===== src/rtl/lkvc_pkg.sv =====
// Shared types, sizes and codes for the LRU key-value cache.
// Depends on nothing; every module of the cache imports this package.
package lkvc_pkg;

   localparam int MAX_ENTRIES = 16;
   localparam int KEY_BITS    = 32;
   localparam int VALUE_BITS  = 32;
   localparam int CAP_BITS    = 5;

   localparam int IDX_BITS    = (MAX_ENTRIES > 1) ? $clog2(MAX_ENTRIES) : 1;
   localparam int RANK_BITS   = IDX_BITS;
   localparam int CNT_BITS    = $clog2(MAX_ENTRIES + 1);
   localparam int CMP_BITS    = (CAP_BITS > CNT_BITS) ? CAP_BITS : CNT_BITS;

   localparam int QUEUE_DEPTH = 2;
   localparam int QPTR_BITS   = $clog2(QUEUE_DEPTH);
   localparam int QCNT_BITS   = $clog2(QUEUE_DEPTH + 1);

   typedef enum logic [0:0] {
      OP_GET = 1'b0,
      OP_PUT = 1'b1
   } op_type;

   typedef struct packed {
      logic                  req_type;
      logic [KEY_BITS-1:0]   key;
      logic [VALUE_BITS-1:0] value;
   } req_item_type;

   typedef struct packed {
      logic                  hit;
      logic [VALUE_BITS-1:0] read_value;
   } rsp_item_type;

   typedef struct packed {
      op_type                op;
      logic [KEY_BITS-1:0]   key;
      logic [VALUE_BITS-1:0] value;
   } work_item_type;

   typedef struct packed {
      logic push;
   } push_ctrl_type;

endpackage


===== src/rtl/lru_key_value_cache.sv =====
// Top level of the fully associative LRU key-value cache.
// Depends on lkvc_pkg, lkvc_front, lkvc_queue and lkvc_engine.
//
//   Channel   Ports                              Direction  Beat content
//   request   req_valid, req_ready, req_item     in         get/put, key, value
//   response  rsp_valid, rsp_ready, rsp_item     out        hit flag, read value
//   config    csr_write_enable, csr_write_data   in         capacity in use
//
// A request beat enters a decode stage, moves into a two-entry work queue and
// is executed by the engine, which registers its response; a full queue or an
// untaken response can hold the beat at either of these hand-overs. The
// engine executes one request per cycle while the response side does not
// stall, so the sustained rate is one beat per cycle, set by the combinational
// match-and-update of the entry array. Reset is synchronous and empties the
// store. Either side may stall independently: the queue absorbs requests
// while the response register holds an untaken beat.
module lru_key_value_cache
   import lkvc_pkg::*;
(
   input  logic                clock,
   input  logic                reset,
   input  logic                req_valid,
   output logic                req_ready,
   input  req_item_type        req_item,
   output logic                rsp_valid,
   input  logic                rsp_ready,
   output rsp_item_type        rsp_item,
   input  logic                csr_write_enable,
   input  logic [CAP_BITS-1:0] csr_write_data
);

   // The capacity register resets to the full store size.
   logic [CAP_BITS-1:0] capacity_ff, capacity_in;

   push_ctrl_type push_ctrl;
   work_item_type push_item;
   work_item_type work_item;
   logic          queue_ready;
   logic          work_valid;
   logic          work_pop;

   assign capacity_in = csr_write_enable ? csr_write_data : capacity_ff;

   always_ff @(posedge clock) begin
      if (reset) begin
         capacity_ff <= CAP_BITS'(MAX_ENTRIES);
      end else begin
         capacity_ff <= capacity_in;
      end
   end

   // Decode stage: holds one beat and offers it to the queue.
   lkvc_front u_front (
      .clock       (clock),
      .reset       (reset),
      .req_valid   (req_valid),
      .req_ready   (req_ready),
      .req_item    (req_item),
      .push_ctrl   (push_ctrl),
      .queue_ready (queue_ready),
      .push_item   (push_item)
   );

   // Work queue decouples the front end from the engine.
   lkvc_queue u_queue (
      .clock      (clock),
      .reset      (reset),
      .push_ctrl  (push_ctrl),
      .push_item  (push_item),
      .push_ready (queue_ready),
      .pop_valid  (work_valid),
      .pop        (work_pop),
      .pop_item   (work_item)
   );

   // Engine pops a queued request only when the response register is free
   // or being drained in the same cycle.
   lkvc_engine u_engine (
      .clock      (clock),
      .reset      (reset),
      .capacity   (capacity_ff),
      .work_valid (work_valid),
      .work_item  (work_item),
      .work_pop   (work_pop),
      .rsp_valid  (rsp_valid),
      .rsp_ready  (rsp_ready),
      .rsp_item   (rsp_item)
   );

endmodule


===== src/rtl/lkvc_front.sv =====
// Front end of the cache: takes request beats, decodes the operation and
// hands the decoded item to the work queue. Depends on lkvc_pkg.
module lkvc_front
   import lkvc_pkg::*;
(
   input  logic          clock,
   input  logic          reset,
   input  logic          req_valid,
   output logic          req_ready,
   input  req_item_type  req_item,
   output push_ctrl_type push_ctrl,
   input  logic          queue_ready,
   output work_item_type push_item
);

   logic          stage_valid_ff, stage_valid_in;
   work_item_type stage_item_ff, stage_item_in;
   op_type        decoded_op;
   logic          accept;
   logic          push;

   always_comb begin
      case (req_item.req_type)
         1'b1:    decoded_op = OP_PUT;
         1'b0:    decoded_op = OP_GET;
         default: decoded_op = OP_GET;
      endcase
   end

   assign push      = stage_valid_ff && queue_ready;
   assign req_ready = !stage_valid_ff || queue_ready;
   assign accept    = req_valid && req_ready;

   always_comb begin
      stage_valid_in = stage_valid_ff;
      if (accept) begin
         stage_valid_in = 1'b1;
      end else if (push) begin
         stage_valid_in = 1'b0;
      end
      stage_item_in       = stage_item_ff;
      if (accept) begin
         stage_item_in.op    = decoded_op;
         stage_item_in.key   = req_item.key;
         stage_item_in.value = req_item.value;
      end
   end

   always_ff @(posedge clock) begin
      if (reset) begin
         stage_valid_ff <= 1'b0;
      end else begin
         stage_valid_ff <= stage_valid_in;
      end
   end

   always_ff @(posedge clock) begin
      stage_item_ff <= stage_item_in;
   end

   assign push_ctrl.push  = push;
   assign push_item       = stage_item_ff;

endmodule


===== src/rtl/lkvc_queue.sv =====
// Short work queue between the front end and the cache engine.
// Depends on lkvc_pkg for the item type and the queue depth.
module lkvc_queue
   import lkvc_pkg::*;
(
   input  logic          clock,
   input  logic          reset,
   input  push_ctrl_type push_ctrl,
   input  work_item_type push_item,
   output logic          push_ready,
   output logic          pop_valid,
   input  logic          pop,
   output work_item_type pop_item
);

   work_item_type            slot_ff [QUEUE_DEPTH];
   logic [QPTR_BITS-1:0]     wr_ptr_ff, wr_ptr_in;
   logic [QPTR_BITS-1:0]     rd_ptr_ff, rd_ptr_in;
   logic [QCNT_BITS-1:0]     count_ff, count_in;
   logic                     do_push, do_pop;

   assign push_ready = (count_ff != QCNT_BITS'(QUEUE_DEPTH));
   assign pop_valid  = (count_ff != '0);
   assign do_push    = push_ctrl.push && push_ready;
   assign do_pop     = pop && pop_valid;
   assign pop_item   = slot_ff[rd_ptr_ff];

   always_comb begin
      wr_ptr_in = wr_ptr_ff;
      rd_ptr_in = rd_ptr_ff;
      count_in  = count_ff;
      if (do_push) begin
         wr_ptr_in = (wr_ptr_ff == QPTR_BITS'(QUEUE_DEPTH - 1)) ? '0 : wr_ptr_ff + 1'b1;
      end
      if (do_pop) begin
         rd_ptr_in = (rd_ptr_ff == QPTR_BITS'(QUEUE_DEPTH - 1)) ? '0 : rd_ptr_ff + 1'b1;
      end
      if (do_push && !do_pop) begin
         count_in = count_ff + 1'b1;
      end else if (do_pop && !do_push) begin
         count_in = count_ff - 1'b1;
      end
   end

   always_ff @(posedge clock) begin
      if (reset) begin
         wr_ptr_ff <= '0;
         rd_ptr_ff <= '0;
         count_ff  <= '0;
      end else begin
         wr_ptr_ff <= wr_ptr_in;
         rd_ptr_ff <= rd_ptr_in;
         count_ff  <= count_in;
      end
   end

   always_ff @(posedge clock) begin
      if (do_push) begin
         slot_ff[wr_ptr_ff] <= push_item;
      end
   end

endmodule


===== src/rtl/lkvc_engine.sv =====
// Cache engine: entry storage, parallel key match, recency ranks, eviction
// and the response register. Depends on lkvc_pkg.
module lkvc_engine
   import lkvc_pkg::*;
(
   input  logic                clock,
   input  logic                reset,
   input  logic [CAP_BITS-1:0] capacity,
   input  logic                work_valid,
   input  work_item_type       work_item,
   output logic                work_pop,
   output logic                rsp_valid,
   input  logic                rsp_ready,
   output rsp_item_type        rsp_item
);

   logic [KEY_BITS-1:0]   key_ff   [MAX_ENTRIES];
   logic [VALUE_BITS-1:0] value_ff [MAX_ENTRIES];
   logic [RANK_BITS-1:0]  rank_ff  [MAX_ENTRIES];
   logic [RANK_BITS-1:0]  rank_in  [MAX_ENTRIES];
   logic [MAX_ENTRIES-1:0] valid_ff, valid_in;
   logic [CNT_BITS-1:0]   occ_ff, occ_in;
   logic                  rsp_valid_ff, rsp_valid_in;
   rsp_item_type          rsp_item_ff, rsp_item_in;

   logic [MAX_ENTRIES-1:0] match;
   logic [MAX_ENTRIES-1:0] victim;
   logic [MAX_ENTRIES-1:0] valid_kept;
   logic                  hit;
   logic [IDX_BITS-1:0]   hit_idx;
   logic [RANK_BITS-1:0]  hit_rank;
   logic [IDX_BITS-1:0]   free_idx;
   logic                  free_found;
   logic [CMP_BITS-1:0]   cap_wide, eff_cap;
   logic [CNT_BITS-1:0]   occ_minus_one;
   logic                  need_evict, do_evict, do_insert, write_entry;
   logic [IDX_BITS-1:0]   write_idx;

   assign work_pop = work_valid && (!rsp_valid_ff || rsp_ready);

   // Parallel key compare; the lowest matching slot wins.
   always_comb begin
      hit     = 1'b0;
      hit_idx = '0;
      for (int i = MAX_ENTRIES - 1; i >= 0; i--) begin
         match[i] = valid_ff[i] && (key_ff[i] == work_item.key);
         if (match[i]) begin
            hit     = 1'b1;
            hit_idx = IDX_BITS'(i);
         end
      end
   end

   assign hit_rank = rank_ff[hit_idx];

   // Capacity of zero behaves as one; anything above the store size is clamped.
   always_comb begin
      cap_wide = CMP_BITS'(capacity);
      if (cap_wide == '0) begin
         eff_cap = CMP_BITS'(1);
      end else if (cap_wide > CMP_BITS'(MAX_ENTRIES)) begin
         eff_cap = CMP_BITS'(MAX_ENTRIES);
      end else begin
         eff_cap = cap_wide;
      end
   end

   assign need_evict    = CMP_BITS'(occ_ff) >= eff_cap;
   assign occ_minus_one = occ_ff - 1'b1;
   assign do_insert     = (work_item.op == OP_PUT) && !hit;
   assign do_evict      = do_insert && need_evict && (occ_ff != '0);

   // Valid ranks are a permutation of 0..occ-1, so the oldest has rank occ-1.
   always_comb begin
      for (int i = 0; i < MAX_ENTRIES; i++) begin
         victim[i] = valid_ff[i] && (rank_ff[i] == occ_minus_one[RANK_BITS-1:0]);
      end
      valid_kept = do_evict ? (valid_ff & ~victim) : valid_ff;
   end

   always_comb begin
      free_found = 1'b0;
      free_idx   = '0;
      for (int i = MAX_ENTRIES - 1; i >= 0; i--) begin
         if (!valid_kept[i]) begin
            free_found = 1'b1;
            free_idx   = IDX_BITS'(i);
         end
      end
   end

   always_comb begin
      valid_in     = valid_ff;
      occ_in       = occ_ff;
      for (int i = 0; i < MAX_ENTRIES; i++) begin
         rank_in[i] = rank_ff[i];
      end
      write_entry  = 1'b0;
      write_idx    = hit_idx;
      rsp_item_in  = rsp_item_ff;
      rsp_valid_in = rsp_valid_ff;
      if (rsp_valid_ff && rsp_ready) begin
         rsp_valid_in = 1'b0;
      end
      if (work_pop) begin
         rsp_valid_in           = 1'b1;
         rsp_item_in.hit        = hit;
         rsp_item_in.read_value = '0;
         if (hit) begin
            // Touch: entries more recent than the hit slot age by one.
            for (int i = 0; i < MAX_ENTRIES; i++) begin
               if (valid_ff[i] && (rank_ff[i] < hit_rank)) begin
                  rank_in[i] = rank_ff[i] + 1'b1;
               end
            end
            rank_in[hit_idx] = '0;
            if (work_item.op == OP_PUT) begin
               write_entry = 1'b1;
            end else begin
               rsp_item_in.read_value = value_ff[hit_idx];
            end
         end else if (do_insert) begin
            for (int i = 0; i < MAX_ENTRIES; i++) begin
               if (valid_kept[i]) begin
                  rank_in[i] = rank_ff[i] + 1'b1;
               end else if (do_evict && victim[i]) begin
                  rank_in[i] = '0;
               end
            end
            valid_in = valid_kept;
            occ_in   = do_evict ? occ_minus_one : occ_ff;
            if (free_found) begin
               valid_in[free_idx] = 1'b1;
               rank_in[free_idx]  = '0;
               occ_in             = occ_in + 1'b1;
               write_entry        = 1'b1;
               write_idx          = free_idx;
            end
         end
      end
   end

   always_ff @(posedge clock) begin
      if (reset) begin
         valid_ff     <= '0;
         occ_ff       <= '0;
         rsp_valid_ff <= 1'b0;
         for (int i = 0; i < MAX_ENTRIES; i++) begin
            rank_ff[i] <= '0;
         end
      end else begin
         valid_ff     <= valid_in;
         occ_ff       <= occ_in;
         rsp_valid_ff <= rsp_valid_in;
         for (int i = 0; i < MAX_ENTRIES; i++) begin
            rank_ff[i] <= rank_in[i];
         end
      end
   end

   always_ff @(posedge clock) begin
      rsp_item_ff <= rsp_item_in;
      if (write_entry) begin
         key_ff[write_idx]   <= work_item.key;
         value_ff[write_idx] <= work_item.value;
      end
   end

   assign rsp_valid = rsp_valid_ff;
   assign rsp_item  = rsp_item_ff;

endmodule


===== config.mk =====
export PLATFORM = sky130hd
export DESIGN_NAME = lru_key_value_cache
export DESIGN_NICKNAME = d
export VERILOG_FILES = /design/src/rtl/lkvc_pkg.sv /design/src/rtl/lru_key_value_cache.sv /design/src/rtl/lkvc_front.sv /design/src/rtl/lkvc_queue.sv /design/src/rtl/lkvc_engine.sv
export SDC_FILE = /design/constraint.sdc
export NUM_CORES = 2
export LEC_CHECK = 0
export BUFFER_PORTS_ARGS = -buffer_cell sky130_fd_sc_hd__buf_2
export CAP_MARGIN = 25
export CORE_UTILIZATION = 25
export DETAILED_ROUTE_END_ITERATION = 8
export MAX_ROUTING_LAYER = met4
export SYNTH_ARGS = -nofsm -noshare
export SYNTH_HDL_FRONTEND = slang
export SYNTH_HIERARCHICAL = 1
export SYNTH_SLANG_ARGS = --single-unit

===== constraint.sdc =====
create_clock -name clock -period 9.2 [get_ports clock]
set_input_delay 1.84 -clock clock [delete_from_list [all_inputs] [get_ports clock]]
set_output_delay 1.84 -clock clock [all_outputs]
set_load 0.05 [all_outputs]

==> impl_results.md <==
- Unrepaired setup endpoints after global routing: false
- CP arrival: 8.17 ns
- Hold endpoint: u_queue/slot_ff[1][60]
- Drt drc: 0
- Worst R2R End: u_engine/value_ff[3][19]
- Die Height: 500 um
- Largest net degree at the start of global routing: about 210
- WL/cell: 22.2 um
- Core Area: 246000 um2
- Hold crit path type: flip-flop to flip-flop
- Mapped Area: 62000 um2
- Cts hold-fix bufs: 0
- Fill cells: 24900
- Leak Pwr: 23.5 nW
- Via density per instance: 4.97
- Syn Inst Count: about 5000
- Register area share after synthesis: 63.7%
- Initial Util: 25.2%
- Number of synthesized flops with an enable pin: 1252
- Peak fanout along the critical path: 33
- Post_cts resized: 0
- WS Path Type: flip-flop to flip-flop
- Setup slack, reg-to-reg: approximately 1.4 ns
- Synth cell types: 109
- RD Place Congestion: 0.961
- CTS Sinks: 1349
- Cell family with most CP delay: simple AND/OR/NAND/NOR gates
- DRT iter0 DRCs: around 4800
- Port-buffer cells: 109
- Most frequent cells in the layout: edfxtp_1 (1252), nand2_1 (676), xor2_1 (457)
- CP startpoint kind: flip-flop
- Global-route wire length before repair: 273000 um
- Via count: ~42000
- Maxcap violations: 0
- HP Start: u_front/push_item[60]
- Tmin final: roughly 7.8 ns
- Area Overhead vs Synth: 15.1%
- Max-slew headroom: 20.0%
- Crit path required time: 9.60 ns
- Die Span X: 500 um
- Drt total wl: 187000 um
- GRT Util Overall: 15.0%
- Met2 usage: 22.7%
- # rows: 182
- Worst-Margin Slew: 1.20 ns
- Postcts setup bufs: 0
- Fraction of registers with async set/reset: 0%
- DRT Pass-1 Iters: 6
- Vias in the first global route: 40500
- Total power: roughly 0.018 W
- CTS max path bufs: 3
- Peak VDD IR: 195 uV
- Peak Freq: roughly 0.13 GHz
- CTS root buf: clkbuf_16
- Commonest non-fill, non-tap cell in the layout: edfxtp_1
- Slowest CP cell: dfxtp_4
- Global routing's busiest layer: met2
- FF+latch count, synth: 1349
- Fin. Hold Viols: 0
- Initial antenna violation count: 6
- Syn Nets: 5027
- # IOs: 110
- Htree depth: 4
- Share of cells above drive strength 1: 11.9%
- Final ANT Viol Nets: 0
- Final #Nets: slightly above 5000
- Max incr delay on CP: 0.63 ns
- Top cell by count, worst path: buf_4
- Syn avg cell area: 12.7 um2
- Worst Clk Skew: just under 0.07 ns
- Worst-case reg-to-reg path depth: 19
- Worst-path clk slew: 0.06 ns
- Crit share post-route: 84.5%
- Dpl hpwl: between 100000 and 150000 um
- Crit. End Element: flip-flop
- PD cells: 252 nW/um2
- Worst-skew pair later-pin latency: 0.81 ns
- Count of final setup violators: 0
- Crit path buf inv count: 5
- Setup tns final: 0 ns
- GR Util met1: between 20% and 30%
- CTS tree: yes
- Synth warn: 6
- Top_reg_cell synth: edfxtp_1
- Max-slew violations: 0
- CTS Buf Count: 145
- Congestion Overflow GR: 0
- Die area: between 200000 and 300000 um2
- Status: finished clean
- Hold Path Stages: 0
- CP Cell Sequence: buf_4 > mux2_2 > buf_4 > xor2_1 > nor4_1 > nand4_1 > nor4_2 > buf_4 > nor4_2 > nand4_1 > buf_4 > nor2_1 > a221oi_2 > o31ai_4 > a21oi_1 > o21ai_0 > nand2_1 > nor2_4 > buf_4
- Met3 usage: 2.31%
==> cell usage after synthesis (all sizes together) (18+ instances only) <==
cell type | count | area, um2
o211ai | 25 | 193
a21o | 21 | 158
o21ai | 116 | 588
mux2 | 72 | 811
nor3 | 85 | 457
nor2 | 165 | 619
or4 | 26 | 206
nand3 | 88 | 440
xor2 | 457 | 4000
xnor2 | 123 | 1080
and3 | 157 | 982
nor2b | 18 | 115
clkbuf | 170 | 641
nand4b | 24 | 210
a21oi | 181 | 921
a31oi | 130 | 832
mux2i | 50 | 500
nand2 | 678 | 2550
a22oi | 44 | 330
dfxtp | 97 | 1940
a211oi | 44 | 340
edfxtp | 1252 | 37600
buf | 103 | 797
a311oi | 44 | 428
inv | 76 | 285
nand4 | 71 | 450
ha | 72 | 901
nand2b | 41 | 267
nor4 | 200 | 1290
o31ai | 24 | 194
or3 | 24 | 150
==> worst reg2reg max path, cell delays in order, from the launching register on <==
cell	delay (ns)
dfxtp_4	0.63
buf_4	0.50
mux2_2	0.46
buf_4	0.42
xor2_1	0.37
nor4_1	0.11
nand4_1	0.11
nor4_2	0.06
buf_4	0.18
nor4_2	0.38
nand4_1	0.45
buf_4	0.36
nor2_1	0.61
a221oi_2	0.19
o31ai_4	0.43
a21oi_1	0.32
o21ai_0	0.59
nand2_1	0.42
nor2_4	0.21
buf_4	0.53
==> through the flow <==
step	instance area (um2)	utilization, %	worst slack (ns)	std cells	hold WS, ns
finish	71400	29.0	1.43	8431	0.424
global route	71400	29.0	1.21	8426	0.438
CTS	71300	29.0	1.57	8423	0.425
detailed placement	66700	27.1	1.58	8163	0.430
global placement	66700	27.1	1.63	8161	0.424
floorplan	62000	-	1.43	4880	0.421
==> flip-flops by register name, indices dropped and copies added, names as in the netlist, 2 cells and up, named ones only <==
register / count
u_engine/key_ff: 512
u_engine/value_ff: 512
u_queue/slot_ff: 130
u_front/push_item: 65
u_engine/rank_ff: 64
u_engine/rsp_item: 33
u_engine/valid_ff: 16
capacity_ff: 5
u_engine/occ_ff: 5
u_queue/count_ff: 2
==> layout make-up <==
class	instances	area, um2	area share (%)
Antenna cell	6	15.0	0.0210
Clock buffer	188	3860	5.41
Clock inverter	72	763	1.07
Inverter	76	287	0.401
Multi-Input combinational cell	3182	21000	29.5
Sequential cell	1349	39500	55.4
Tap cell	3312	4140	5.81
Timing Repair Buffer	246	1740	2.44
==> power breakdown <==
part	switching [W]	internal (W)	total, W
Sequential	0.000350	0.00748	0.00783
Clock	0.00248	0.00320	0.00568
Combinational	0.00320	0.00126	0.00446
Total	0.00603	0.0119	0.0180
==> how the worst max path moves through the flow <==
| stage | slack, ns | endpoint | cells after the start | startpoint |
|---|---|---|---|---|
| floorplan | 1.43 | u_engine/key_ff[10][0] | 21 | flip-flop |
| global route | 1.21 | u_engine/value_ff[6][2] | 18 | flip-flop |
| detailed placement | 1.58 | u_engine/rank_ff[7][1] | 20 | flip-flop |
| global placement | 1.63 | u_engine/rank_ff[6][3] | 19 | flip-flop |
| CTS | 1.57 | u_engine/rank_ff[7][1] | 20 | flip-flop |
| finish | 1.43 | u_engine/value_ff[3][19] | 19 | flip-flop |
==> cell families (layout without fill, tap and decap cells) <==
logic type	after synthesis	count (layout)	share of synthesized area, %
xor+xnor	581	581	8.23
flops	1349	1349	63.7
buf+inv	349	582	2.78
other cells	0	6	0
simple gates	1655	1655	13.5
mux	122	122	2.11
compound gates	752	752	8.24
fa+ha+maj	72	72	1.45
==> metal layers <==
layer / up-vias / part of all wire (%)
met1: 21000 / 43
li1: 18600 / -
met2: 1973 / 45
met4: 0 / 3.4
met3: 369 / 8.3
met5: - / 0
(Power assumes the default switching activity.)
